===== config.mk =====
export PLATFORM = sky130hd
export DESIGN_NAME = decimal_list_parser_flat
export DESIGN_NICKNAME = d
export VERILOG_FILES = /design/src/dlp_pkg.sv /design/src/dlp_char_if.sv /design/src/dlp_result_if.sv /design/src/dlp_out_fifo.sv /design/src/decimal_list_parser.sv /design/src/flat_wrapper.sv
export SDC_FILE = /design/constraint.sdc
export NUM_CORES = 1
export LEC_CHECK = 0
export BUFFER_PORTS_ARGS = -buffer_cell sky130_fd_sc_hd__buf_2
export CAP_MARGIN = 20
export CORE_MARGIN = 1.5
export CORE_UTILIZATION = 60
export CTS_CLUSTER_DIAMETER = 80
export DETAILED_ROUTE_END_ITERATION = 12
export GPL_ROUTABILITY_DRIVEN = 0
export GPL_TIMING_DRIVEN = 0
export PLACE_DENSITY = 0.83
export SYNTH_ARGS = -nofsm -noshare
export SYNTH_HDL_FRONTEND = slang
export SYNTH_SLANG_ARGS = --single-unit

===== constraint.sdc =====
create_clock -name clk -period 20 [get_ports clk]
set_clock_uncertainty 0.2 [all_clocks]
set_input_delay 2 -clock clk [delete_from_list [all_inputs] [get_ports clk]]
set_output_delay 2 -clock clk [all_outputs]
set_load 0.005 [all_outputs]

===== src/dlp_pkg.sv =====
`default_nettype none

package dlp_pkg;

  localparam int MAX_ITEMS   = 127;
  localparam int TOKEN_CHARS = 15;

  localparam int KEPT_W  = $clog2(TOKEN_CHARS + 1);
  localparam int CNT_W   = $clog2(MAX_ITEMS + 1);
  localparam int DATA_W  = 32;
  localparam int COUNT_W = 7;
  localparam int CFG_IDX_W = 1;

  localparam int FIFO_DEPTH = 4;
  localparam int PTR_W      = $clog2(FIFO_DEPTH);
  localparam int FILL_W     = $clog2(FIFO_DEPTH + 1);

  localparam logic [7:0] CH_COMMA = 8'h2C;
  localparam logic [7:0] CH_PLUS  = 8'h2B;
  localparam logic [7:0] CH_MINUS = 8'h2D;
  localparam logic [7:0] CH_SPACE = 8'h20;
  localparam logic [7:0] CH_TAB   = 8'h09;
  localparam logic [7:0] CH_CR    = 8'h0D;
  localparam logic [7:0] CH_ZERO  = 8'h30;
  localparam logic [7:0] CH_NINE  = 8'h39;

  localparam logic signed [DATA_W-1:0] MAX_VALUE_RESET = 32'sd16383;
  localparam logic signed [DATA_W-1:0] MIN_VALUE_RESET = -32'sd16384;

  typedef enum logic [CFG_IDX_W-1:0] {
    REG_MAX_VALUE = 1'b0,
    REG_MIN_VALUE = 1'b1
  } reg_idx_t;

  typedef enum logic [1:0] {
    KIND_NUMBER = 2'd0,
    KIND_ACCEPT = 2'd1,
    KIND_REJECT = 2'd2
  } kind_t;

  typedef enum logic [1:0] {
    PH_EXPECT = 2'd0,
    PH_TOKEN  = 2'd1,
    PH_AFTER  = 2'd2
  } phase_t;

  typedef struct packed {
    kind_t                    kind;
    logic signed [DATA_W-1:0] value;
    logic [COUNT_W-1:0]       count;
    logic                     end_flag;
  } result_t;

  // up to two results per character: a number, then the line status
  typedef struct packed {
    logic    num_valid;
    result_t num;
    logic    stat_valid;
    result_t stat;
  } push_t;

endpackage

`default_nettype wire


===== src/dlp_char_if.sv =====
`default_nettype none

interface dlp_char_if;
  logic       valid;
  logic       ready;
  logic [7:0] ch;
  logic       last;

  modport source (output valid, output ch, output last, input ready);
  modport sink   (input valid, input ch, input last, output ready);
endinterface

`default_nettype wire


===== src/dlp_result_if.sv =====
`default_nettype none

interface dlp_result_if;
  logic                 valid;
  logic                 ready;
  dlp_pkg::kind_t       kind;
  logic signed [31:0]   value;
  logic [6:0]           count;
  logic                 end_flag;

  modport source (output valid, output kind, output value, output count, output end_flag,
                  input ready);
  modport sink   (input valid, input kind, input value, input count, input end_flag,
                  output ready);
endinterface

`default_nettype wire


===== src/dlp_out_fifo.sv =====
`default_nettype none

module dlp_out_fifo (
  input  wire logic          clk,
  input  wire logic          rst,
  input  wire dlp_pkg::push_t push,
  output logic               room,
  dlp_result_if.source       results
);
  import dlp_pkg::*;

  result_t           mem [FIFO_DEPTH];
  logic [PTR_W-1:0]  head;
  logic [PTR_W-1:0]  tail;
  logic [FILL_W-1:0] fill;

  logic [PTR_W-1:0]  stat_addr;
  logic [1:0]        push_cnt;
  logic              pop;

  assign pop       = results.valid && results.ready;
  assign push_cnt  = 2'(push.num_valid) + 2'(push.stat_valid);
  assign stat_addr = tail + PTR_W'(push.num_valid);
  assign room      = fill <= FILL_W'(FIFO_DEPTH - 2);

  always_ff @(posedge clk) begin
    if (push.num_valid) begin
      mem[tail] <= push.num;
    end
    if (push.stat_valid) begin
      mem[stat_addr] <= push.stat;
    end
  end

  always_ff @(posedge clk) begin
    if (rst) begin
      head <= '0;
      tail <= '0;
      fill <= '0;
    end else begin
      tail <= tail + PTR_W'(push_cnt);
      if (pop) begin
        head <= head + PTR_W'(1);
      end
      fill <= fill + FILL_W'(push_cnt) - FILL_W'(pop);
    end
  end

  assign results.valid    = fill != '0;
  assign results.kind     = mem[head].kind;
  assign results.value    = mem[head].value;
  assign results.count    = mem[head].count;
  assign results.end_flag = mem[head].end_flag;

`ifndef SYNTH
  a_fill_bound: assert property (@(posedge clk) disable iff (rst)
    fill <= FILL_W'(FIFO_DEPTH))
    else $error("output queue overfilled");

  a_push_needs_room: assert property (@(posedge clk) disable iff (rst)
    (push.num_valid || push.stat_valid) |-> room)
    else $error("push without room");

  a_pop_nonempty: assert property (@(posedge clk) disable iff (rst)
    pop |-> fill != '0)
    else $error("pop from empty queue");
`endif

endmodule

`default_nettype wire


===== src/decimal_list_parser.sv =====
`default_nettype none

// Each result is registered in the output queue and is shown once it reaches the queue head.
// Throughput: one character per cycle; the four-entry output queue takes a new
//   character only while two entries are free, so the rate follows the output side.
// A character may cause two results (number, then line status).
// Reset (synchronous, rst high): line state cleared, queue emptied, registers to defaults.
module decimal_list_parser (
  input  wire logic                           clk,
  input  wire logic                           rst,
  dlp_char_if.sink                            chars,
  dlp_result_if.source                        results,
  input  wire logic                           cfg_we,
  input  wire logic [dlp_pkg::CFG_IDX_W-1:0]  cfg_index,
  input  wire logic [dlp_pkg::DATA_W-1:0]     cfg_data
);
  import dlp_pkg::*;

  logic signed [DATA_W-1:0] max_value;
  logic signed [DATA_W-1:0] min_value;

  phase_t             phase;
  logic               negative;
  logic               sign_seen;
  logic [KEPT_W-1:0]  kept_chars;
  logic               token_bad;
  logic [DATA_W-1:0]  magnitude;
  logic               overflow;
  logic [CNT_W-1:0]   number_count;
  logic               rejected;

  phase_t             phase_next;
  logic               negative_next;
  logic               sign_seen_next;
  logic [KEPT_W-1:0]  kept_chars_next;
  logic               token_bad_next;
  logic [DATA_W-1:0]  magnitude_next;
  logic               overflow_next;
  logic [CNT_W-1:0]   number_count_next;
  logic               rejected_next;

  push_t              push;
  logic               room;
  logic               accept;

  logic               is_comma;
  logic               is_space;
  logic               is_digit;
  logic               is_sign;
  logic [DATA_W+3:0]  prod;

  assign accept   = chars.valid && chars.ready;
  assign is_comma = chars.ch == CH_COMMA;
  assign is_space = chars.ch == CH_SPACE || (chars.ch >= CH_TAB && chars.ch <= CH_CR);
  assign is_digit = chars.ch >= CH_ZERO && chars.ch <= CH_NINE;
  assign is_sign  = chars.ch == CH_PLUS || chars.ch == CH_MINUS;
  // magnitude * 10 + digit
  assign prod = {1'b0, magnitude, 3'b000} + {3'b000, magnitude, 1'b0}
              + (DATA_W+4)'(chars.ch[3:0]);

  always_ff @(posedge clk) begin
    if (rst) begin
      max_value <= MAX_VALUE_RESET;
      min_value <= MIN_VALUE_RESET;
    end else if (cfg_we) begin
      unique case (reg_idx_t'(cfg_index))
        REG_MAX_VALUE: max_value <= cfg_data;
        REG_MIN_VALUE: min_value <= cfg_data;
        default: ;
      endcase
    end
  end

  always_comb begin
    logic                  tc_en;
    logic                  fin_en;
    logic                  no_digits;
    logic signed [DATA_W:0] v;

    phase_next        = phase;
    negative_next     = negative;
    sign_seen_next    = sign_seen;
    kept_chars_next   = kept_chars;
    token_bad_next    = token_bad;
    magnitude_next    = magnitude;
    overflow_next     = overflow;
    number_count_next = number_count;
    rejected_next     = rejected;
    tc_en             = 1'b0;
    fin_en            = 1'b0;
    no_digits         = 1'b0;
    v                 = '0;
    push              = '0;

    if (!rejected) begin
      unique case (phase)
        PH_EXPECT: begin
          if (is_comma) begin
            rejected_next = 1'b1;
          end else if (!is_space) begin
            phase_next = PH_TOKEN;
            tc_en      = 1'b1;
          end
        end
        PH_TOKEN: begin
          if (is_comma || is_space) begin
            fin_en     = 1'b1;
            phase_next = is_comma ? PH_EXPECT : PH_AFTER;
          end else begin
            tc_en = 1'b1;
          end
        end
        PH_AFTER: begin
          if (is_comma) begin
            phase_next = PH_EXPECT;
          end else if (!is_space) begin
            rejected_next = 1'b1;
          end
        end
        default: ;
      endcase
    end

    // characters past the kept window are dropped
    if (tc_en && kept_chars < KEPT_W'(TOKEN_CHARS)) begin
      if (kept_chars == '0 && is_sign) begin
        sign_seen_next = 1'b1;
        negative_next  = chars.ch == CH_MINUS;
      end else if (is_digit) begin
        if (!overflow) begin
          if (prod[DATA_W+3:DATA_W] != '0) begin
            overflow_next = 1'b1;
          end else begin
            magnitude_next = prod[DATA_W-1:0];
          end
        end
      end else begin
        token_bad_next = 1'b1;
      end
      kept_chars_next = kept_chars + KEPT_W'(1);
    end

    if (chars.last && !rejected_next) begin
      if (phase_next == PH_EXPECT) begin
        rejected_next = 1'b1;
      end else if (phase_next == PH_TOKEN) begin
        fin_en = 1'b1;
      end
    end

    if (fin_en) begin
      v = negative_next ? -$signed({1'b0, magnitude_next}) : $signed({1'b0, magnitude_next});
      no_digits = kept_chars_next == '0 || (sign_seen_next && kept_chars_next == KEPT_W'(1));
      if (token_bad_next || no_digits || overflow_next
          || v > $signed({max_value[DATA_W-1], max_value})
          || v < $signed({min_value[DATA_W-1], min_value})
          || number_count >= CNT_W'(MAX_ITEMS)) begin
        rejected_next = 1'b1;
      end else begin
        number_count_next       = number_count + CNT_W'(1);
        push.num_valid          = 1'b1;
        push.num.kind           = KIND_NUMBER;
        push.num.value          = v[DATA_W-1:0];
        push.num.count          = COUNT_W'(number_count_next);
        push.num.end_flag       = 1'b0;
      end
      negative_next   = 1'b0;
      sign_seen_next  = 1'b0;
      kept_chars_next = '0;
      token_bad_next  = 1'b0;
      magnitude_next  = '0;
      overflow_next   = 1'b0;
    end

    if (chars.last) begin
      push.stat_valid    = 1'b1;
      push.stat.kind     = rejected_next ? KIND_REJECT : KIND_ACCEPT;
      push.stat.value    = '0;
      push.stat.count    = COUNT_W'(number_count_next);
      push.stat.end_flag = 1'b1;
      phase_next         = PH_EXPECT;
      negative_next      = 1'b0;
      sign_seen_next     = 1'b0;
      kept_chars_next    = '0;
      token_bad_next     = 1'b0;
      magnitude_next     = '0;
      overflow_next      = 1'b0;
      number_count_next  = '0;
      rejected_next      = 1'b0;
    end

    if (!accept) begin
      push.num_valid  = 1'b0;
      push.stat_valid = 1'b0;
    end
  end

  always_ff @(posedge clk) begin
    if (rst) begin
      phase        <= PH_EXPECT;
      negative     <= 1'b0;
      sign_seen    <= 1'b0;
      kept_chars   <= '0;
      token_bad    <= 1'b0;
      magnitude    <= '0;
      overflow     <= 1'b0;
      number_count <= '0;
      rejected     <= 1'b0;
    end else if (accept) begin
      phase        <= phase_next;
      negative     <= negative_next;
      sign_seen    <= sign_seen_next;
      kept_chars   <= kept_chars_next;
      token_bad    <= token_bad_next;
      magnitude    <= magnitude_next;
      overflow     <= overflow_next;
      number_count <= number_count_next;
      rejected     <= rejected_next;
    end
  end

  assign chars.ready = room;

  dlp_out_fifo u_out_fifo (
    .clk     (clk),
    .rst     (rst),
    .push    (push),
    .room    (room),
    .results (results)
  );

`ifndef SYNTH
  a_line_clears: assert property (@(posedge clk) disable iff (rst)
    (accept && chars.last) |=> (phase == PH_EXPECT && number_count == '0 && !rejected))
    else $error("line state not cleared after last character");

  a_kept_bound: assert property (@(posedge clk) disable iff (rst)
    kept_chars <= KEPT_W'(TOKEN_CHARS))
    else $error("kept character count beyond window");

  a_no_number_after_reject: assert property (@(posedge clk) disable iff (rst)
    push.num_valid |-> !rejected)
    else $error("number emitted on a rejected line");

  a_status_only_on_last: assert property (@(posedge clk) disable iff (rst)
    push.stat_valid |-> (accept && chars.last))
    else $error("status without last character");
`endif

endmodule

`default_nettype wire


===== src/flat_wrapper.sv =====
// flat-port wrapper written by rule: the top's interface ports become plain ports
module decimal_list_parser_flat import dlp_pkg::*;
  (clk, rst, cfg_we, cfg_index, cfg_data, chars_valid, chars_ch, chars_last, chars_ready, results_valid, results_kind, results_value, results_count, results_end_flag, results_ready);
  dlp_char_if chars_i ();
  dlp_result_if results_i ();
  input  wire logic clk;
  input  wire logic rst;
  input  wire logic cfg_we;
  input  wire logic [dlp_pkg::CFG_IDX_W-1:0] cfg_index;
  input  wire logic [dlp_pkg::DATA_W-1:0] cfg_data;
  input wire logic [$bits(chars_i.valid)-1:0] chars_valid;
  input wire logic [$bits(chars_i.ch)-1:0] chars_ch;
  input wire logic [$bits(chars_i.last)-1:0] chars_last;
  output wire logic [$bits(chars_i.ready)-1:0] chars_ready;
  output wire logic [$bits(results_i.valid)-1:0] results_valid;
  output wire logic [$bits(results_i.kind)-1:0] results_kind;
  output wire logic [$bits(results_i.value)-1:0] results_value;
  output wire logic [$bits(results_i.count)-1:0] results_count;
  output wire logic [$bits(results_i.end_flag)-1:0] results_end_flag;
  input wire logic [$bits(results_i.ready)-1:0] results_ready;
  assign chars_i.valid = chars_valid;
  assign chars_i.ch = chars_ch;
  assign chars_i.last = chars_last;
  assign chars_ready = chars_i.ready;
  assign results_valid = results_i.valid;
  assign results_kind = results_i.kind;
  assign results_value = results_i.value;
  assign results_count = results_i.count;
  assign results_end_flag = results_i.end_flag;
  assign results_i.ready = results_ready;
  decimal_list_parser u_core (.clk(clk), .rst(rst), .chars(chars_i), .results(results_i), .cfg_we(cfg_we), .cfg_index(cfg_index), .cfg_data(cfg_data));
endmodule

# [Word-level counts from Yosys, hierarchy flattened]
# Memories as Yosys holds them, arrays and structs flattened. A register that Yosys moved wholly into a read port is not among the register bits.
# Cells that the tools add are included.
[totals] memories=1 ramBits=168 reg_bits=121 input_bits=47 wordCells=143
[classes] bitwise_logic=1 n_reduce_logical=26 addsub=11 n_lt_le_gt_ge=9 n_mux=73 n_eq_ne=8
[memory_table] name="u_core.u_out_fifo.mem" depth=4 width=42 rd=1 rd_ports_with_merged_regs=1 write_ports=2 line_no="dlp_out_fifo.sv:12" source="result_t mem [FIFO_DEPTH];"
[ops] operator="32-bit two-way mux" n=7
[ops] operator="43-bit two-way mux" n=3
[ops] operator="1-bit two-way mux" n=43
[ops] operator="35-bit by 33-bit adder with 36-bit output" n=1
[ops] operator="36-bit by 4-bit adder with 36-bit output" n=1
[ops] operator="33-bit by 32-bit > comparator with 1-bit output" n=1
[ops] operator="33-bit by 32-bit less-than comparator with 1-bit output" n=1
[ops] operator="33-bit two-way mux" n=1
[ops] operator="32-bit negation with 33-bit output" n=1
[ops] operator="8-bit by 6-bit == test with 1-bit output (second input constant)" n=4
[ops] operator="7-bit two-way mux" n=3
[ops] operator="2-bit two-way mux" n=10
[ops] operator="4-bit two-way mux" n=3
[ops] operator="1-bit logical OR" n=9
[ops] operator="8-bit by 4-bit greater-or-equal comparator with 1-bit output (second input constant)" n=1
[ops] operator="8-bit by 6-bit greater-or-equal comparator with 1-bit output (second input constant)" n=1
[ops] operator="8-bit by 4-bit less-or-equal comparator with 1-bit output (second input constant)" n=1
[ops] operator="8-bit by 6-bit less-or-equal comparator with 1-bit output (second input constant)" n=1
[ops] operator="1-bit logical AND" n=8
[ops] operator="4-bit logical NOT" n=2
[ops] operator="7-bit by 1-bit adder with 7-bit output (second input constant)" n=1
[ops] operator="7-bit greater-or-equal comparator (second input constant)" n=1
[ops] operator="2-bit one-hot mux with 3 select lines" n=1
[ops] operator="4-bit by 1-bit adder with 4-bit output (second input constant)" n=1
[ops] operator="18 further kinds" n=22

# [Logic depth before layout (Yosys ltp)]
# Gate-level depths: netlist (run 1).
[depth] ltp_word=25 mapped_depth=49 depth_no_buf=46

# [By module]
# A second synthesis (run 1) with hierarchy kept.
[unflattened] hier_cells=1947 hier_area_um2=19650.1
[modules_own_cells] module="decimal_list_parser" seq_area_each_um2=2282.2 area_per_inst_um2=10920.5 n_inst=1 cells_each=1487
[modules_own_cells] module="dlp_out_fifo" seq_area_each_um2=5225.0 area_per_inst_um2=8729.6 n_inst=1 cells_each=460

# [Worst setup path after synthesis (run 1)]
# OpenSTA, ideal clock, no wires.
[synth_path] path_kind="input to register" start="in chars_ch[3]" end="mem u_core.u_out_fifo.mem[2][0] (netlist bit) (enable)" cell_stages=47 path_slack_ps=7872 arrival_time_ps=11645 t_required_ps=19516 n_path_buf=4 path_cell_list="inv_1 > fa_1 > inv_1 > fa_1 > a211oi_2 > o211ai_2 > a31oi_1 > o22ai_1 > o32ai_1 > o211ai_2 > nor2_1 > buf_2 > buf_2 > buf_2 > nor2_1 > a21o_1 > inv_1 > ha_1 > (+11 left out) > nand2_1 > nor3_1 > nand2_1 > nor2_1 > a221oi_1 > and3_1 > o2111a_1 > nor3_4 > xor2_2 > nor3_4 > ha_1 > or3_1 > inv_1 > nor4_1 > mux2i_1 > and2_0 > buf_2 > inv_1"
[synth_rtl] item="start, declared" line_no="flat_wrapper.sv:12" source="input wire logic [$bits(chars_i.ch)-1:0] chars_ch;"
[synth_rtl] item="end, declared" line_no="dlp_out_fifo.sv:12"

==> impl_metrics.csv, run 1 <==
group,metric,value,unit
synthesis,synth-async-reset-ratio,0,%
floorplan,fp.coreArea,28500,um^2
global_routing,antenna_found_initial,2,
synthesis,netlist_instances,2027,
floorplan,initial_core_util,60.8,%
sta,rsz0062_at_grt,"no",
sta,max_freq,63.9,MHz
route,drtIter0Drc,1946,
critical_path,r2r_start,"u_core.magnitude[0]$_SDFFE_PP0P_",
cts,cts_resized,0,
synthesis,synth_fp_nets,2216,
floorplan,num_io_pins,91,
route,wl_per_cell,20.4,um
route,via_count,16500,
sta,period_share,78.2,%
sta,setup_violations,0,
global_routing,grt_pass1_wl,82.8,mm
synthesis,synth_top_area_cell,"dfxtp_1",
hold_path,hp-start,"u_core.max_value[24]$_SDFFE_PP0P_",
critical_path,worst-setup-path-type,"primary input to register",
critical_path,worst_ep_required_time,20050,ps
synthesis,yosys.area.top_type_share,29.0,%
placed_design,dp_slack,4350,ps
power_and_ir_drop,ir_drop,0.0643,mV
floorplan,die_w,173,um
cells_and_area,drive_gt1_share,11.1,%
floorplan,die_y,173,um
synthesis,synth_cell_types,90,
critical_path,startpoint_type,"primary input",
cts,numCtsBuffers,29,
cts,cts_tree,"yes",
sta,whs,258,ps
sta,max_slew_margin,24.4,%
critical_path,cpPeakStageDelay,750,ps
cts,clock_latency,580,ps
cells_and_area,final_net_count,2335,
sta,finalMaxSlewViolations,0,
global_routing,grt_pass1_vias,15900,
global_routing,grt_usage,34.3,%
placed_design,place_area,18300,um^2
route,drc,0,
power_and_ir_drop,p_per_area,71.4,nW/um^2
cts,htree_levels,1,
global_routing,grt_overflow_total,0,
route,drt_first_pass_iters,6,
critical_path,cp_max_fo,10,
sta,hold_viol,0,
critical_path,worst_setup_path_end_kind,"register",
critical_path,path_common_cell,"inv_1",
floorplan,die_area,29900,um^2
synthesis,synth-seq-cells,291,
sta,setup_ws,4360,ps
sta,worst_pin_slew,1120,ps
synthesis,synth-edff-count,40,
hold_path,min_path_type,"register to register",
cts,cts_sinks,291,
floorplan,rows,62,
synthesis,ys_top_cells_by_area,"dfxtp_1 (29%), ha_1 (10%), edfxtp_1 (6.9%)",
flow_run,drv_cap,0,
sta,final.min_clock_period,15640,ps
critical_path,worstSetupStartpoint,"chars_ch[3]",
cts,postCtsSetupBuffers,0,
synthesis,yosysWarnings,0,
synthesis,syn_area,17300,um^2
synthesis,ys.flop_type,"dfxtp_1",
outcome,outcome,"finished clean",
global_routing,grt_max_degree,16,
cts,path_clk_slew,70,ps
route,routed_via_density,6.46,
synthesis,avgSynthCellArea,8.56,um^2
cts,ctsHoldBuffers,0,
route,ant_nets,0,
power_and_ir_drop,p_leak,7.94,nW
synthesis,synth-seq-area-share,35.9,%
critical_path,slowest_stage,"xor2_1",
cells_and_area,area_growth,10.8,%
placed_design,portBuffers,88,
sta,finalSetupTns,0,ps
route,wl,52.2,mm
cts,cts.path.max_buffers,3,
cells_and_area,final_cell_area,19200,um^2
cts,root_buffer,"clkbuf_16",
placed_design,dp_hpwl,38.9,mm
critical_path,cp.arrival,15700,ps
## cell type report
cell class | count | area, um^2
multi-input cells | 1495 | 10200
fillers | 2319 | 9330
flip-flops and latches | 291 | 6230
clock buffers | 48 | 917
well taps | 384 | 480
plain buffers | 116 | 473
inverters | 125 | 469
repair buffers | 88 | 440
clock inverters | 3 | 30.0
diodes | 1 | 2.50
## registers in the layout (all words and copies together), names as in the netlist, named ones only
signal,count
u_core.overflow,1
u_core.kept_chars,4
u_core.number_count,7
u_core.rejected,1
u_core.u_out_fifo.fill,3
u_core.phase,2
u_core.negative,1
u_core.min_value,32
u_core.sign_seen,1
u_core.magnitude,32
u_core.u_out_fifo.mem,168
u_core.max_value,32
u_core.token_bad,1
u_core.u_out_fifo.tail,2
u_core.u_out_fifo.head,2
## final timing paths
path | endpoint | slack (ps) | cells past startpoint
max | u_core.u_out_fifo.mem[2][7]$_DFFE_PP_ | 4360 | 48
min reg2reg | u_core.max_value[24]$_SDFFE_PP0P_ | 260 | 2
min | u_core.max_value[24]$_SDFFE_PP0P_ | 260 | 2
max reg2reg | u_core.u_out_fifo.mem[2][7]$_DFFE_PP_ | 5480 | 47
## placed cells by master (no fill, tap or decap), drive strengths merged, types with 46 or more instances in the layout
| master | netlist | final |
|---|---|---|
| dfxtp | 251 | 251 |
| nand2 | 192 | 192 |
| nor2 | 182 | 182 |
| o21ai | 177 | 177 |
| nand3 | 162 | 162 |
| a21oi | 144 | 144 |
| ha | 139 | 139 |
| clkbuf | 81 | 129 |
| inv | 124 | 125 |
| buf | 35 | 123 |
| o211ai | 46 | 46 |
## per-stage QoR
step / total power, mW / cells / utilization [%]
finish: 1.37 / 2551 / 67.3
global route: 1.41 / 2550 / 67.3
CTS: 1.37 / 2550 / 67.3
detailed placement: 0.836 / 2499 / 64.0
global placement: 0.830 / 2499 / 64.0
floorplan: 0.769 / 2027 / -
## worst max-delay path: cells and delay by family
family,cells,cell delay [ps]
AOI/OAI and AO/OA,11,2690
xor gates and xnor gates,2,1010
adders and majority gates,5,2000
buffers and inverters,11,2330
muxes,2,950
and+or+nand+nor,17,4680
## logic make-up (layout without fill, tap and decap cells)
| logic type | count (synthesis) | count (layout) | share of synthesized area [%] |
|---|---|---|---|
| buffers and inverters | 241 | 380 | 5.43 |
| and+or+nand+nor | 704 | 704 | 19.1 |
| muxes | 81 | 81 | 7.78 |
| adders and majority gates | 143 | 143 | 10.4 |
| AOI/OAI and AO/OA | 491 | 491 | 17.4 |
| xor gates and xnor gates | 76 | 76 | 3.92 |
| DFF | 291 | 291 | 35.9 |
| other | 0 | 1 | 0 |
## synthesized netlist by cell type (13+ instances only)
cell type,instances
dfxtp_1,251
nand2_1,191
nor2_1,182
nand3_1,162
a21oi_1,141
ha_1,139
o21ai_1,126
inv_1,124
clkbuf_1,81
o21ai_0,51
o211ai_1,44
mux4_2,42
edfxtp_1,40
xor2_1,38
nor3_1,37
xnor2_1,36
mux2i_1,31
buf_2,24
nand4_1,22
a21o_1,18
a22oi_1,17
or3_1,17
a31oi_1,16
nor4_1,13
## report_power, final
part / leakage, nW / switching, mW / internal [mW]
Sequential: 2.43 / 0.00875 / 0.610
Clock: 0.470 / 0.232 / 0.311
Combinational: 5.04 / 0.133 / 0.0764
Total: 7.94 / 0.374 / 0.997
## per-layer routing
layer / wire [um] / global-route usage [%] / share of wire, % / vias to the layer above
li1: - / - / - / 7514
met1: 20000 / 43.8 / 38 / 7784
met2: 23800 / 55.6 / 46 / 978
met3: 5380 / 5.76 / 10 / 197
met4: 2980 / 18.8 / 5.7 / 2
met5: 13 / 0 / 0.025 / -
Note: power is estimated with default switching activity, not from simulation.
==> inputs of run 2 (changes only) <==
--- a/config.mk
+++ b/config.mk
@@ -5,15 +5,16 @@
 export SDC_FILE = /design/constraint.sdc
 export NUM_CORES = 1
 export LEC_CHECK = 0
+export ABC_AREA = 1
 export BUFFER_PORTS_ARGS = -buffer_cell sky130_fd_sc_hd__buf_2
 export CAP_MARGIN = 20
 export CORE_MARGIN = 1.5
-export CORE_UTILIZATION = 60
+export CORE_UTILIZATION = 56
 export CTS_CLUSTER_DIAMETER = 80
 export DETAILED_ROUTE_END_ITERATION = 12
 export GPL_ROUTABILITY_DRIVEN = 0
 export GPL_TIMING_DRIVEN = 0
-export PLACE_DENSITY = 0.83
+export PLACE_DENSITY = 0.82
 export SYNTH_ARGS = -nofsm -noshare
 export SYNTH_HDL_FRONTEND = slang
 export SYNTH_SLANG_ARGS = --single-unit
==> constraint.sdc (replaced) <==
create_clock -name clk -period 13.2 [get_ports clk]
set_clock_uncertainty 0.2 [all_clocks]
set_input_delay 1.32 -clock clk [delete_from_list [all_inputs] [get_ports clk]]
set_output_delay 1.32 -clock clk [all_outputs]
set_load 0.005 [all_outputs]
==> run 2 against run 1 <==
Area after synthesis rose by 3.5%. Cell count rose by 21%. Die area rose by 11%. Largest cell class unchanged. Cell area rose by 3.2%. Sequential power rose by 54%. Combinational power rose to 2.5 times the previous value. Power rose by 68%. Sequential cell count did not move. Wire length rose by 0.92%. Global-route usage fell by 2.9 points. Clock power rose by 51%. Setup slack got worse by 1700 ps.
==> impl_metrics.csv, run 2 <==
group,metric,value,unit
outcome,outcome,"finished clean",
cells_and_area,layout_common_cells,"nand2_1 (674), inv_1 (263), dfxtp_1 (251)",
route,ant_nets,0,
placed_design,dp_slack,2230,ps
cells_and_area,largest_reg_flops,168,
critical_path,cpPeakStageDelay,590,ps
sta,setup_ws,2690,ps
floorplan,die_y,182,um
critical_path,cp_max_fo,13,
synthesis,synth_fp_nets,2738,
global_routing,grt_max_degree,15,
cts,htree_levels,1,
sta,worst_pin_slew,833,ps
synthesis,synth-async-reset-ratio,0,%
synthesis,yosys.area.top_type_share,28.0,%
cells_and_area,final_cell_area,19800,um^2
cts,root_buffer,"clkbuf_16",
power_and_ir_drop,p_leak,9.36,nW
floorplan,die_area,33100,um^2
cts,cts_tree,"yes",
route,drc,0,
route,wl,52.6,mm
cts,numCtsBuffers,28,
global_routing,grt_usage,31.4,%
hold_path,min_path_type,"register to register",
cells_and_area,layoutNonFillerInstCount,3090,
synthesis,yosysWarnings,0,
floorplan,num_io_pins,91,
cells_and_area,antenna-diode-count,0,
sta,final.min_clock_period,10510,ps
synthesis,yosysMostFrequentCell,"nand2_1",
cts,cts.path.max_buffers,3,
critical_path,worst-setup-path-type,"primary input to register",
synthesis,syn_area,18000,um^2
cells_and_area,drive_gt1_share,10.6,%
cells_and_area,area_growth,10.4,%
cts,path_clk_slew,60,ps
cts,cts_sinks,291,
sta,max_freq,95.1,MHz
sta,max_slew_margin,44.3,%
placed_design,portBuffers,88,
route,routed_via_density,5.78,
sta,setup_violations,0,
sta,finalSetupTns,0,ps
floorplan,die_w,182,um
sta,rsz0062_at_grt,"no",
power_and_ir_drop,ir_drop,0.110,mV
route,via_count,17900,
critical_path,worst_ep_required_time,13420,ps
critical_path,worst_setup_path_end_kind,"register",
floorplan,fp.coreArea,31600,um^2
global_routing,grt_pass1_vias,17000,
floorplan,initial_core_util,56.9,%
flow_run,drv_cap,0,
sta,period_share,79.6,%
synthesis,netlist_instances,2549,
cells_and_area,largest-register,"u_core.u_out_fifo.mem",
synthesis,avgSynthCellArea,7.04,um^2
sta,hold_viol,0,
placed_design,dp_hpwl,40.1,mm
critical_path,startpoint_type,"primary input",
route,wl_per_cell,17.0,um
placed_design,place_area,18900,um^2
cells_and_area,final_net_count,2858,
synthesis,synth-edff-count,40,
synthesis,ys_top_cells_by_area,"dfxtp_1 (28%), nand2_1 (14%), ha_1 (9.7%)",
cts,cts_resized,0,
route,drtIter0Drc,1799,
synthesis,synth_top_area_cell,"dfxtp_1",
critical_path,slowest_stage,"nand2_1",
global_routing,grt_pass1_wl,84.8,mm
cells_and_area,layout_commonest_cell,"nand2_1",
synthesis,synth-seq-area-share,34.7,%
power_and_ir_drop,total_power,2.31,mW
cts,clock_latency,570,ps
cts,ctsHoldBuffers,0,
synthesis,synth_common_cells,"nand2_1 (674), inv_1 (263), dfxtp_1 (251), nor2_1 (203), o21ai_0 (188)",
synthesis,ys.flop_type,"dfxtp_1",
sta,finalMaxSlewViolations,0,
synthesis,synth-seq-cells,291,
power_and_ir_drop,p_per_area,116,nW/um^2
global_routing,antenna_found_initial,2,
placed_design,dp_cells,3039,
cts,postCtsSetupBuffers,0,
critical_path,reg2reg_slack,3250,ps
synthesis,synth_cell_types,55,
route,drt_first_pass_iters,6,
floorplan,rows,65,
critical_path,path_common_cell,"nand2_1",
critical_path,cp.arrival,10730,ps
global_routing,grt_overflow_total,0,
==> run 2: cell types whose count changed after synthesis, moves of 31 or more <==
cell	delta
nand2_1	+483
inv_1	+139
o21ai_0	+137
nand3_1	-88
o22ai_1	+44
mux4_2	-42
o21ai_1	-39
nand2_2	+34
mux2i_1	-31
==> run 2: path summary, 6_finish.rpt <==
path / from / end / depth (start not counted)
setup / recovery: chars_ch[3] / u_core.u_out_fifo.mem[1][19]$_SDFFE_PP0N_ / 56
setup reg to reg: u_core.magnitude[0]$_SDFFE_PP0P_ / u_core.u_out_fifo.mem[1][19]$_SDFFE_PP0N_ / 55
hold / removal: u_core.u_out_fifo.mem[1][28]$_SDFFE_PP0N_ / u_core.u_out_fifo.mem[1][28]$_SDFFE_PP0N_ / 2
hold reg to reg: u_core.u_out_fifo.mem[1][28]$_SDFFE_PP0N_ / u_core.u_out_fifo.mem[1][28]$_SDFFE_PP0N_ / 2
==> run 2: metrics by stage <==
step / util (%) / hold WS (ps)
floorplan: - / 221
global placement: 59.9 / 232
detailed placement: 59.9 / 237
CTS: 62.8 / 252
global route: 62.8 / 263
finish: 62.8 / 252
==> run 2: routing by layer <==
metal | vias up | GRT usage, % | wire, um
li1 | 8647 | - | -
met3 | 170 | 4.13 | 4630
met2 | 889 | 52.4 | 24100
met5 | - | 0 | 20
met1 | 8156 | 39.8 | 21100
met4 | 4 | 16.1 | 2810
==> run 2: cells by family (layout without fill, tap and decap cells) <==
| kind of cell | count (synthesis) | after routing | share of synthesized area (%) |
|---|---|---|---|
| buffers and inverters | 392 | 531 | 8.72 |
| adder cells (fa/ha/maj) | 142 | 142 | 10.0 |
| flip-flops | 291 | 291 | 34.7 |
| AND/OR/NAND/NOR | 1121 | 1121 | 27.1 |
| XOR/XNOR | 46 | 46 | 2.43 |
| AO/OA/AOI/OAI | 557 | 557 | 17.1 |
==> run 2: where the power goes <==
part	internal [mW]	switching, mW
combinational	0.169	0.361
sequential	0.935	0.0187
clock	0.471	0.351
total	1.57	0.731
==> run 2: layout make-up <==
type	count	area (um^2)
repair buffers	90	450
multi-input cells	1866	10200
plain buffers	106	492
fillers	2724	11700
clock buffers	39	782
inverters	286	1070
flip-flops and latches	291	6230
clock inverters	10	139
well taps	402	503
==> run 2: worst max-delay path, delay by kind of cell <==
family	cells	cell delay, ps
adder cells (fa/ha/maj)	5	1830
buffers and inverters	14	1980
AND/OR/NAND/NOR	34	5220
AO/OA/AOI/OAI	3	350
